<file path="config.mk">
export PLATFORM = sky130hd
export DESIGN_NAME = json_token_lexer
export DESIGN_NICKNAME = d
export VERILOG_FILES = /design/src/design/jtl_pkg.sv /design/src/design/json_token_lexer.sv /design/src/design/jtl_lexer.sv /design/src/design/jtl_queue.sv /design/src/design/jtl_emit.sv
export SDC_FILE = /design/constraint.sdc
export NUM_CORES = 1
export LEC_CHECK = 0
export BUFFER_PORTS_ARGS = -buffer_cell sky130_fd_sc_hd__buf_2
export CORE_MARGIN = 4
export CORE_UTILIZATION = 65
export CTS_CLUSTER_SIZE = 24
export DETAILED_ROUTE_END_ITERATION = 6
export GPL_ROUTABILITY_DRIVEN = 0
export GPL_TIMING_DRIVEN = 0
export PLACE_DENSITY = 0.82
export SLEW_MARGIN = 20
export SYNTH_ARGS = -nofsm -noshare
export SYNTH_HDL_FRONTEND = slang
export SYNTH_HIERARCHICAL = 1
export SYNTH_SLANG_ARGS = --single-unit
</file>
<file path="constraint.sdc">
create_clock -name clk -period 11.3 [get_ports clk]
set_input_delay 2.26 -clock clk [delete_from_list [all_inputs] [get_ports clk]]
set_output_delay 2.26 -clock clk [all_outputs]
set_load 0.1 [all_outputs]
</file>
<file path="src/design/jtl_pkg.sv">
// Shared types and constants for the JSON token lexer.
`default_nettype none
package jtl_pkg;

  typedef struct packed {
    logic [7:0] text_byte;
    logic       text_end;
  } text_t;

  typedef struct packed {
    logic [3:0]  token_kind;
    logic [31:0] token_start;
    logic [31:0] token_length;
    logic        last_of_run;
  } token_t;

  // Everything one text word produces: one token, or two when two is set.
  typedef struct packed {
    logic   two;
    token_t first;
    token_t second;
  } bundle_t;

  localparam logic [3:0] KIND_LCURLY  = 4'd0;
  localparam logic [3:0] KIND_RCURLY  = 4'd1;
  localparam logic [3:0] KIND_LSQUARE = 4'd2;
  localparam logic [3:0] KIND_RSQUARE = 4'd3;
  localparam logic [3:0] KIND_COLON   = 4'd4;
  localparam logic [3:0] KIND_COMMA   = 4'd5;
  localparam logic [3:0] KIND_SPACE   = 4'd6;
  localparam logic [3:0] KIND_BOOL    = 4'd7;
  localparam logic [3:0] KIND_NULL    = 4'd8;
  localparam logic [3:0] KIND_NUMBER  = 4'd9;
  localparam logic [3:0] KIND_STRING  = 4'd10;
  localparam logic [3:0] KIND_ERROR   = 4'd11;

  localparam int QUEUE_DEPTH = 4;
  localparam int QUEUE_PTR_W = $clog2(QUEUE_DEPTH);
  localparam int QUEUE_CNT_W = $clog2(QUEUE_DEPTH + 1);

endpackage
`default_nettype wire

</file>
<file path="src/design/json_token_lexer.sv">
// Top level of the streaming JSON token lexer.
`default_nettype none
// Takes JSON text one byte word per cycle and delivers tokens (kind, start offset,
// length, last-of-run flag) one per cycle on the token channel while token_ready
// is high. A byte word is taken whenever the four-entry bundle queue has room, so
// bytes flow at one per cycle until it fills; each byte yields zero, one or two
// tokens, and the single output register delivers one token per cycle, so a byte
// that both closes a token and opens a one-byte token yields two tokens. A token
// goes through the bundle queue and output register after its closing byte. A text
// word flagged text_end closes any open token and returns the lexer to offset zero.
module json_token_lexer #(
  parameter int POSITION_WIDTH = 32
) (
  input  wire logic            clk,
  input  wire logic            rst,
  input  wire logic            text_valid,
  output logic                 text_ready,
  input  wire jtl_pkg::text_t  text,
  output logic                 token_valid,
  input  wire logic            token_ready,
  output jtl_pkg::token_t      token
);

  logic             push;
  logic             full;
  logic             pop;
  logic             empty;
  jtl_pkg::bundle_t push_data;
  jtl_pkg::bundle_t head;

  jtl_lexer #(
    .POSITION_WIDTH(POSITION_WIDTH)
  ) u_lexer (
    .clk       (clk),
    .rst       (rst),
    .text_valid(text_valid),
    .text_ready(text_ready),
    .text      (text),
    .push      (push),
    .push_data (push_data),
    .full      (full)
  );

  jtl_queue u_queue (
    .clk      (clk),
    .rst      (rst),
    .push     (push),
    .push_data(push_data),
    .full     (full),
    .pop      (pop),
    .head     (head),
    .empty    (empty)
  );

  jtl_emit u_emit (
    .clk        (clk),
    .rst        (rst),
    .head       (head),
    .empty      (empty),
    .pop        (pop),
    .token_valid(token_valid),
    .token_ready(token_ready),
    .token      (token)
  );

endmodule
`default_nettype wire

</file>
<file path="src/design/jtl_lexer.sv">
// Front end: takes text words, tracks the open token and builds token bundles.
`default_nettype none
module jtl_lexer #(
  parameter int POSITION_WIDTH = 32
) (
  input  wire logic            clk,
  input  wire logic            rst,
  input  wire logic            text_valid,
  output logic                 text_ready,
  input  wire jtl_pkg::text_t  text,
  output logic                 push,
  output jtl_pkg::bundle_t     push_data,
  input  wire logic            full
);

  localparam logic [2:0] M_IDLE   = 3'd0;
  localparam logic [2:0] M_SPACE  = 3'd1;
  localparam logic [2:0] M_STRING = 3'd2;
  localparam logic [2:0] M_ESCAPE = 3'd3;
  localparam logic [2:0] M_HEX    = 3'd4;
  localparam logic [2:0] M_NUMBER = 3'd5;
  localparam logic [2:0] M_WORD   = 3'd6;

  localparam logic [31:0] KW_NULL  = "null";
  localparam logic [31:0] KW_TRUE  = "true";
  localparam logic [39:0] KW_FALSE = "false";

  localparam logic [7:0] CH_QUOTE  = 8'h22;
  localparam logic [7:0] CH_BSLASH = 8'h5C;
  localparam logic [7:0] CH_SLASH  = 8'h2F;
  localparam logic [7:0] CH_U      = 8'h75;

  localparam logic [POSITION_WIDTH-1:0] POS_MAX = '1;

  logic [2:0]                mode, mode_next;
  logic [2:0]                hex_left, hex_left_next;
  logic [POSITION_WIDTH-1:0] begin_pos, begin_pos_next;
  logic [POSITION_WIDTH-1:0] pos, pos_next;
  logic [2:0]                kw_flags, kw_flags_next;
  logic [2:0]                word_len, word_len_next;

  logic [7:0]                c;
  logic                      accept;
  logic                      restart;
  logic                      close_valid;
  logic [3:0]                close_kind;
  logic                      close_through;
  logic                      start_valid;
  logic [3:0]                start_kind;
  logic [POSITION_WIDTH-1:0] len_before;
  logic [POSITION_WIDTH-1:0] len_through;
  logic [2:0]                hex_dec;
  logic [3:0]                word_kind;
  jtl_pkg::token_t           close_tok, start_tok;

  function automatic logic is_ws(logic [7:0] b);
    return b == 8'h20 || b == 8'h0D || b == 8'h0A || b == 8'h09;
  endfunction

  function automatic logic is_digit(logic [7:0] b);
    return b >= "0" && b <= "9";
  endfunction

  function automatic logic is_alpha(logic [7:0] b);
    return (b >= "a" && b <= "z") || (b >= "A" && b <= "Z");
  endfunction

  function automatic logic is_hex(logic [7:0] b);
    return is_digit(b) || (b >= "a" && b <= "f") || (b >= "A" && b <= "F");
  endfunction

  function automatic logic is_struct(logic [7:0] b);
    return b == "{" || b == "}" || b == "[" || b == "]" || b == ":" || b == ",";
  endfunction

  // Which keywords still agree with letter b at place i: {false, true, null}.
  function automatic logic [2:0] kw_hit(logic [2:0] i, logic [7:0] b);
    logic [2:0] hit;
    hit = 3'b000;
    unique case (i)
      3'd0: hit = {b == KW_FALSE[39:32], b == KW_TRUE[31:24], b == KW_NULL[31:24]};
      3'd1: hit = {b == KW_FALSE[31:24], b == KW_TRUE[23:16], b == KW_NULL[23:16]};
      3'd2: hit = {b == KW_FALSE[23:16], b == KW_TRUE[15:8],  b == KW_NULL[15:8]};
      3'd3: hit = {b == KW_FALSE[15:8],  b == KW_TRUE[7:0],   b == KW_NULL[7:0]};
      3'd4: hit = {b == KW_FALSE[7:0], 2'b00};
      default: hit = 3'b000;
    endcase
    return hit;
  endfunction

  assign c          = text.text_byte;
  assign text_ready = !full;
  assign accept     = text_valid && text_ready;

  assign len_before  = pos - begin_pos;
  assign len_through = (len_before != POS_MAX) ? len_before + 1'b1 : len_before;
  assign hex_dec     = (hex_left != 3'd0) ? hex_left - 3'd1 : hex_left;

  always_comb begin
    priority if (kw_flags[0] && word_len == 3'd4) begin
      word_kind = jtl_pkg::KIND_NULL;
    end else if (kw_flags[1] && word_len == 3'd4) begin
      word_kind = jtl_pkg::KIND_BOOL;
    end else if (kw_flags[2] && word_len == 3'd5) begin
      word_kind = jtl_pkg::KIND_BOOL;
    end else begin
      word_kind = jtl_pkg::KIND_ERROR;
    end
  end

  always_comb begin
    mode_next      = mode;
    hex_left_next  = hex_left;
    begin_pos_next = begin_pos;
    kw_flags_next  = kw_flags;
    word_len_next  = word_len;
    pos_next       = (pos != POS_MAX) ? pos + 1'b1 : pos;
    close_valid    = 1'b0;
    close_kind     = jtl_pkg::KIND_ERROR;
    close_through  = 1'b0;
    restart        = 1'b0;
    start_valid    = 1'b0;
    start_kind     = jtl_pkg::KIND_ERROR;

    if (text.text_end) begin
      unique case (mode)
        M_SPACE: begin
          close_valid = 1'b1;
          close_kind  = jtl_pkg::KIND_SPACE;
        end
        M_NUMBER: begin
          close_valid = 1'b1;
          close_kind  = jtl_pkg::KIND_NUMBER;
        end
        M_WORD: begin
          close_valid = 1'b1;
          close_kind  = word_kind;
        end
        M_STRING, M_ESCAPE, M_HEX: begin
          close_valid = 1'b1;
        end
        default: ;
      endcase
      mode_next      = M_IDLE;
      hex_left_next  = 3'd0;
      begin_pos_next = '0;
      pos_next       = '0;
      kw_flags_next  = 3'b000;
      word_len_next  = 3'd0;
    end else begin
      unique case (mode)
        M_SPACE: begin
          if (!is_ws(c)) begin
            close_valid = 1'b1;
            close_kind  = jtl_pkg::KIND_SPACE;
            restart     = 1'b1;
          end
        end
        M_NUMBER: begin
          if (is_ws(c) || is_struct(c)) begin
            close_valid = 1'b1;
            close_kind  = jtl_pkg::KIND_NUMBER;
            restart     = 1'b1;
          end
        end
        M_WORD: begin
          if (is_alpha(c)) begin
            kw_flags_next = kw_flags & kw_hit(word_len, c);
            word_len_next = (word_len != 3'd7) ? word_len + 3'd1 : word_len;
          end else begin
            close_valid = 1'b1;
            close_kind  = word_kind;
            restart     = 1'b1;
          end
        end
        M_STRING: begin
          if (c == CH_QUOTE) begin
            close_valid   = 1'b1;
            close_kind    = jtl_pkg::KIND_STRING;
            close_through = 1'b1;
            mode_next     = M_IDLE;
          end else if (c == CH_BSLASH) begin
            mode_next = M_ESCAPE;
          end
        end
        M_ESCAPE: begin
          if (c == CH_U) begin
            mode_next     = M_HEX;
            hex_left_next = 3'd4;
          end else if (c == CH_QUOTE || c == CH_BSLASH || c == CH_SLASH || c == "b" ||
                       c == "f" || c == "n" || c == "r" || c == "t") begin
            mode_next = M_STRING;
          end else begin
            close_valid = 1'b1;
            restart     = 1'b1;
          end
        end
        M_HEX: begin
          if (is_hex(c)) begin
            hex_left_next = hex_dec;
            if (hex_dec == 3'd0) begin
              mode_next = M_STRING;
            end
          end else begin
            hex_left_next = 3'd0;
            close_valid   = 1'b1;
            restart       = 1'b1;
          end
        end
        default: restart = 1'b1;
      endcase
    end

    // The byte that ended the previous token, or any byte taken while idle, opens the next one.
    if (restart) begin
      begin_pos_next = pos;
      mode_next      = M_IDLE;
      priority if (is_ws(c)) begin
        mode_next = M_SPACE;
      end else if (c == CH_QUOTE) begin
        mode_next = M_STRING;
      end else if (c == "-" || c == "e" || c == "E" || is_digit(c)) begin
        mode_next = M_NUMBER;
      end else if (is_alpha(c)) begin
        mode_next     = M_WORD;
        kw_flags_next = kw_hit(3'd0, c);
        word_len_next = 3'd1;
      end else begin
        start_valid = 1'b1;
        priority if (c == "{") begin
          start_kind = jtl_pkg::KIND_LCURLY;
        end else if (c == "}") begin
          start_kind = jtl_pkg::KIND_RCURLY;
        end else if (c == "[") begin
          start_kind = jtl_pkg::KIND_LSQUARE;
        end else if (c == "]") begin
          start_kind = jtl_pkg::KIND_RSQUARE;
        end else if (c == ":") begin
          start_kind = jtl_pkg::KIND_COLON;
        end else if (c == ",") begin
          start_kind = jtl_pkg::KIND_COMMA;
        end else begin
          start_kind = jtl_pkg::KIND_ERROR;
        end
      end
    end
  end

  always_comb begin
    close_tok.token_kind   = close_kind;
    close_tok.token_start  = 32'(begin_pos);
    close_tok.token_length = close_through ? 32'(len_through) : 32'(len_before);
    close_tok.last_of_run  = !start_valid;

    start_tok.token_kind   = start_kind;
    start_tok.token_start  = 32'(pos);
    start_tok.token_length = 32'd1;
    start_tok.last_of_run  = 1'b1;

    push_data.two    = close_valid && start_valid;
    push_data.first  = close_valid ? close_tok : start_tok;
    push_data.second = start_tok;
    push             = accept && (close_valid || start_valid);
  end

  always_ff @(posedge clk) begin
    if (rst) begin
      mode      <= M_IDLE;
      hex_left  <= 3'd0;
      begin_pos <= '0;
      pos       <= '0;
      kw_flags  <= 3'b000;
      word_len  <= 3'd0;
    end else if (accept) begin
      mode      <= mode_next;
      hex_left  <= hex_left_next;
      begin_pos <= begin_pos_next;
      pos       <= pos_next;
      kw_flags  <= kw_flags_next;
      word_len  <= word_len_next;
    end
  end

endmodule
`default_nettype wire

</file>
<file path="src/design/jtl_queue.sv">
// Short queue of token bundles between the lexer and the output stage.
`default_nettype none
module jtl_queue (
  input  wire logic              clk,
  input  wire logic              rst,
  input  wire logic              push,
  input  wire jtl_pkg::bundle_t  push_data,
  output logic                   full,
  input  wire logic              pop,
  output jtl_pkg::bundle_t       head,
  output logic                   empty
);

  jtl_pkg::bundle_t                 entries [jtl_pkg::QUEUE_DEPTH];
  logic [jtl_pkg::QUEUE_PTR_W-1:0]  wr_ptr;
  logic [jtl_pkg::QUEUE_PTR_W-1:0]  rd_ptr;
  logic [jtl_pkg::QUEUE_CNT_W-1:0]  count;

  assign full  = count == jtl_pkg::QUEUE_CNT_W'(jtl_pkg::QUEUE_DEPTH);
  assign empty = count == '0;
  assign head  = entries[rd_ptr];

  always_ff @(posedge clk) begin
    if (push) begin
      entries[wr_ptr] <= push_data;
    end
  end

  always_ff @(posedge clk) begin
    if (rst) begin
      wr_ptr <= '0;
      rd_ptr <= '0;
      count  <= '0;
    end else begin
      if (push) begin
        wr_ptr <= wr_ptr + 1'b1;
      end
      if (pop) begin
        rd_ptr <= rd_ptr + 1'b1;
      end
      unique case ({push, pop})
        2'b10:   count <= count + 1'b1;
        2'b01:   count <= count - 1'b1;
        default: count <= count;
      endcase
    end
  end

endmodule
`default_nettype wire

</file>
<file path="src/design/jtl_emit.sv">
// Back end: splits bundles into single tokens and holds the output register.
`default_nettype none
module jtl_emit (
  input  wire logic              clk,
  input  wire logic              rst,
  input  wire jtl_pkg::bundle_t  head,
  input  wire logic              empty,
  output logic                   pop,
  output logic                   token_valid,
  input  wire logic              token_ready,
  output jtl_pkg::token_t        token
);

  logic            load;
  logic            second_valid;
  jtl_pkg::token_t second;

  assign load = !token_valid || token_ready;
  assign pop  = load && !second_valid && !empty;

  always_ff @(posedge clk) begin
    if (rst) begin
      token_valid  <= 1'b0;
      second_valid <= 1'b0;
    end else if (load) begin
      if (second_valid) begin
        token_valid  <= 1'b1;
        second_valid <= 1'b0;
      end else begin
        token_valid  <= !empty;
        second_valid <= !empty && head.two;
      end
    end
  end

  always_ff @(posedge clk) begin
    if (load) begin
      if (second_valid) begin
        token <= second;
      end else if (!empty) begin
        token  <= head.first;
        second <= head.second;
      end
    end
  end

endmodule
`default_nettype wire

</file>
==> impl_metrics.tcl <==
set metrics [dict create \
    status "complete, no violations" \
    synth-edff-count 694 \
    nNetsFinal 2481 \
    syn_area_per_cell_um2 15.5 \
    synth_top_area_cell "edfxtp_1" \
    synth_most_common_cell "edfxtp_1" \
    utilization_pct 74.4 \
    antenna_left 0 \
    antenna_found_initial 1 \
    cp-end-kind "flip-flop" \
    cts_tree "built" \
    drt_wl_total_mm 79.9 \
    start_util_pct 66.1 \
    critPathMaxFanout 10 \
    post-route-period-util_pct 62.5 \
    crit_required_ns 11.83 \
    power_leakage_nw 12.9 \
    worst-endpoint-arrival_ns 7.59 \
    fp.dieW_um 237 \
    grt_start_max_net_pins 47 \
    wl_per_cell_um 25.3 \
    yosys_most_used_dff "edfxtp_1" \
    port_buffers 80 \
    h-tree-depth 3 \
    synthCells 2209 \
    vias 20900 \
    rsz0062_at_grt "false" \
    worst_clock_skew_ns 0.0227 \
    ys_warn_count 6 \
    remaining_drc_errors 0 \
    period_needed_ns 7.06 \
    synth_seq_cells 781 \
    cap_violations 0 \
    dpl_cell_area_mm2 0.0360 \
    fmax_mhz 142 \
    ir_worst_vdd_uv 154 \
    yosysSeqAreaShare_pct 66.2 \
    insertion_delay_ns 0.62 \
    synth_cell_types 106 \
    drive_gt1_share_pct 22.3 \
    final_area_mm2 0.0384 \
    rows 83 \
    die_h_um 237 \
    cp_cell_sequence "clkbuf_1 > nor4b_1 > nand3_1 > a21oi_1 > nor3_1 > a221oi_2 > a21oi_1 > o21ai_1 > clkbuf_1 > clkbuf_1 > a21oi_1 > inv_1 > ha_1 > inv_1 > fa_1 > xor2_1 > or3_1 > a21oi_1" \
    critical_path_class "input port to flip-flop" \
    max_slew.worst_pin.slew_ns 1.07 \
    clk_path_buf_depth 3 \
    synthArstFlopShare_pct 0 \
    top_level_ports 84 \
    synth.top_cell.area_share_pct 61.1 \
    path_delay_family "compound AO/OA/AOI/OAI gates" \
    maxSlewHeadroom_pct 28.6 \
    hold_class "flip-flop to flip-flop" \
    area_delta_synth_final_pct 12.6 \
    grt_util_all_layers_pct 28.4 \
    crit_buf_inv 5 \
    hold_buffers 0 \
    root_buffer "clkbuf_16" \
    core_area_mm2 0.0516 \
    grt_pass1_wl_mm 123 \
    instances_no_fill 3162 \
    setup_viol 0 \
    clk_pin_slew_ns 0.06 \
    diodes 0 \
    firstDrtPassIters 7 \
    synthTopCellsByArea "edfxtp_1, mux4_2, dfxtp_1, mux2_2, nor2_1" \
    slew_viol_final 0 \
    max_stage_delay_ns 0.71 \
    drt_iter0_markers 2654 \
    routed_via_density 6.62 \
    cellPowerDensity_mw_per_mm2 237 \
    synth_common_cells "edfxtp_1, nor2_1, mux4_2" \
    gr-total-overflow 0 \
    finalHoldViolCount 0 \
    grt_pass1_vias 20800 \
    cts_setup_buffers 0 \
    dp_hpwl_mm 50.7 \
    synth_area_mm2 0.0341 \
    cp_common_cell "a21oi_1" \
    cts_resized 0 \
    slowest_stage "nor4b_1" \
    tns_ns 0 \
    dieArea_mm2 0.0562 \
    cts_buffers 75 \
    cts.sinks 781 \
    crit_path_start_kind "input port" \
    dp.cells 3024 \
]
-- final cells by class --
class	count	area [um^2]
Clock inverter	38	393
Inverter	74	278
Multi-Input combinational cell	1240	10500
Clock buffer	100	2040
Timing Repair Buffer	104	858
Fill cell	2879	13200
Sequential cell	781	22600
Buffer	145	893
Tap cell	680	851
-- worst reg2reg max path: cells and delay by family (launching register included) --
kind                   cells  cell delay (ns)
buffers and inverters      6             1.93
AND/OR/NAND/NOR            2             1.12
flip-flops                 1             0.31
AO/OA/AOI/OAI              6             1.80
-- where the power goes --
group,switching (mW),leakage (nW),internal [mW]
Clock,1.04,1.20,1.44
Sequential,0.129,7.08,3.74
Combinational,2.00,4.66,0.765
Total,3.17,12.9,5.95
-- flip-flops by register name (all words and copies together) (netlist names), named ones only --
signal	count
u_emit/second	69
u_emit/second_valid	1
u_emit/token	69
u_emit/token_valid	1
u_lexer/begin_pos	32
u_lexer/hex_left	3
u_lexer/kw_flags	3
u_lexer/mode	3
u_lexer/pos	32
u_lexer/word_len	3
u_queue/count	3
u_queue/entries	556
u_queue/rd_ptr	2
u_queue/wr_ptr	2
-- worst paths after layout --
check                                  to           startpoint  slack (ns)  cells past startpoint
setup / recovery         u_queue/count[2]              text[1]        4.24                     18
hold / removal        u_lexer/kw_flags[2]  u_lexer/kw_flags[2]        0.49                      2
setup reg to reg  u_queue/entries[1][107]      u_lexer/mode[2]        5.80                     14
hold reg to reg       u_lexer/kw_flags[2]  u_lexer/kw_flags[2]        0.49                      2
-- through the flow --
stage               hold slack [ns]  setup WS (ns)  total power, mW
CTS                           0.488           4.57             9.17
finish                        0.494           4.24             9.12
detailed placement            0.472           3.94             6.65
global route                  0.509           4.05             9.45
floorplan                     0.454           2.97             5.99
global placement              0.463         -0.659             6.59
-- layer usage --
layer	track usage (%)	up-vias	routed length, um
met4	10.8	0	3270
met3	5.33	251	6920
met1	37.8	10400	29900
li1	-	9043	-
met2	47.6	1208	39900
met5	0	-	0
-- placed cells by master (no fill, tap or decap), types with 10 or more instances in the layout --
cell         n
clkinv_2    12
or3_1       17
clkinv_1    10
dfxtp_1     87
nor2_1     156
buf_16      12
clkbuf_1    64
a22oi_1     36
ha_1        45
edfxtp_1   694
a31oi_1     16
xnor2_1     18
mux2_2      57
a211oi_1    13
a21oi_1     75
inv_1       74
nand2_1    116
a21o_1      18
nand3_1     36
clkbuf_16   77
nor3_1      42
and3_1      15
mux2i_1     11
conb_1      33
mux4_2     139
nor4_1      19
buf_6       22
o21ai_0     76
and2_1      14
mux2_1      14
buf_4       48
nand4_1     29
buf_2      109
xor2_1      31
-- kinds of logic (layout without fill, tap and decap cells) --
| kind of cell | count (synthesis) | in the layout | share of synthesized area [%] |
|---|---|---|---|
| buffers and inverters | 219 | 461 | 3.43 |
| and+or+nand+nor | 528 | 528 | 7.98 |
| other | 2 | 33 | 0.0220 |
| xor gates and xnor gates | 50 | 50 | 1.30 |
| DFF | 781 | 781 | 66.2 |
| adders and majority gates | 47 | 47 | 1.77 |
| muxes | 226 | 226 | 12.1 |
| AOI/OAI and AO/OA | 356 | 356 | 7.29 |
(Power assumes the default switching activity.)
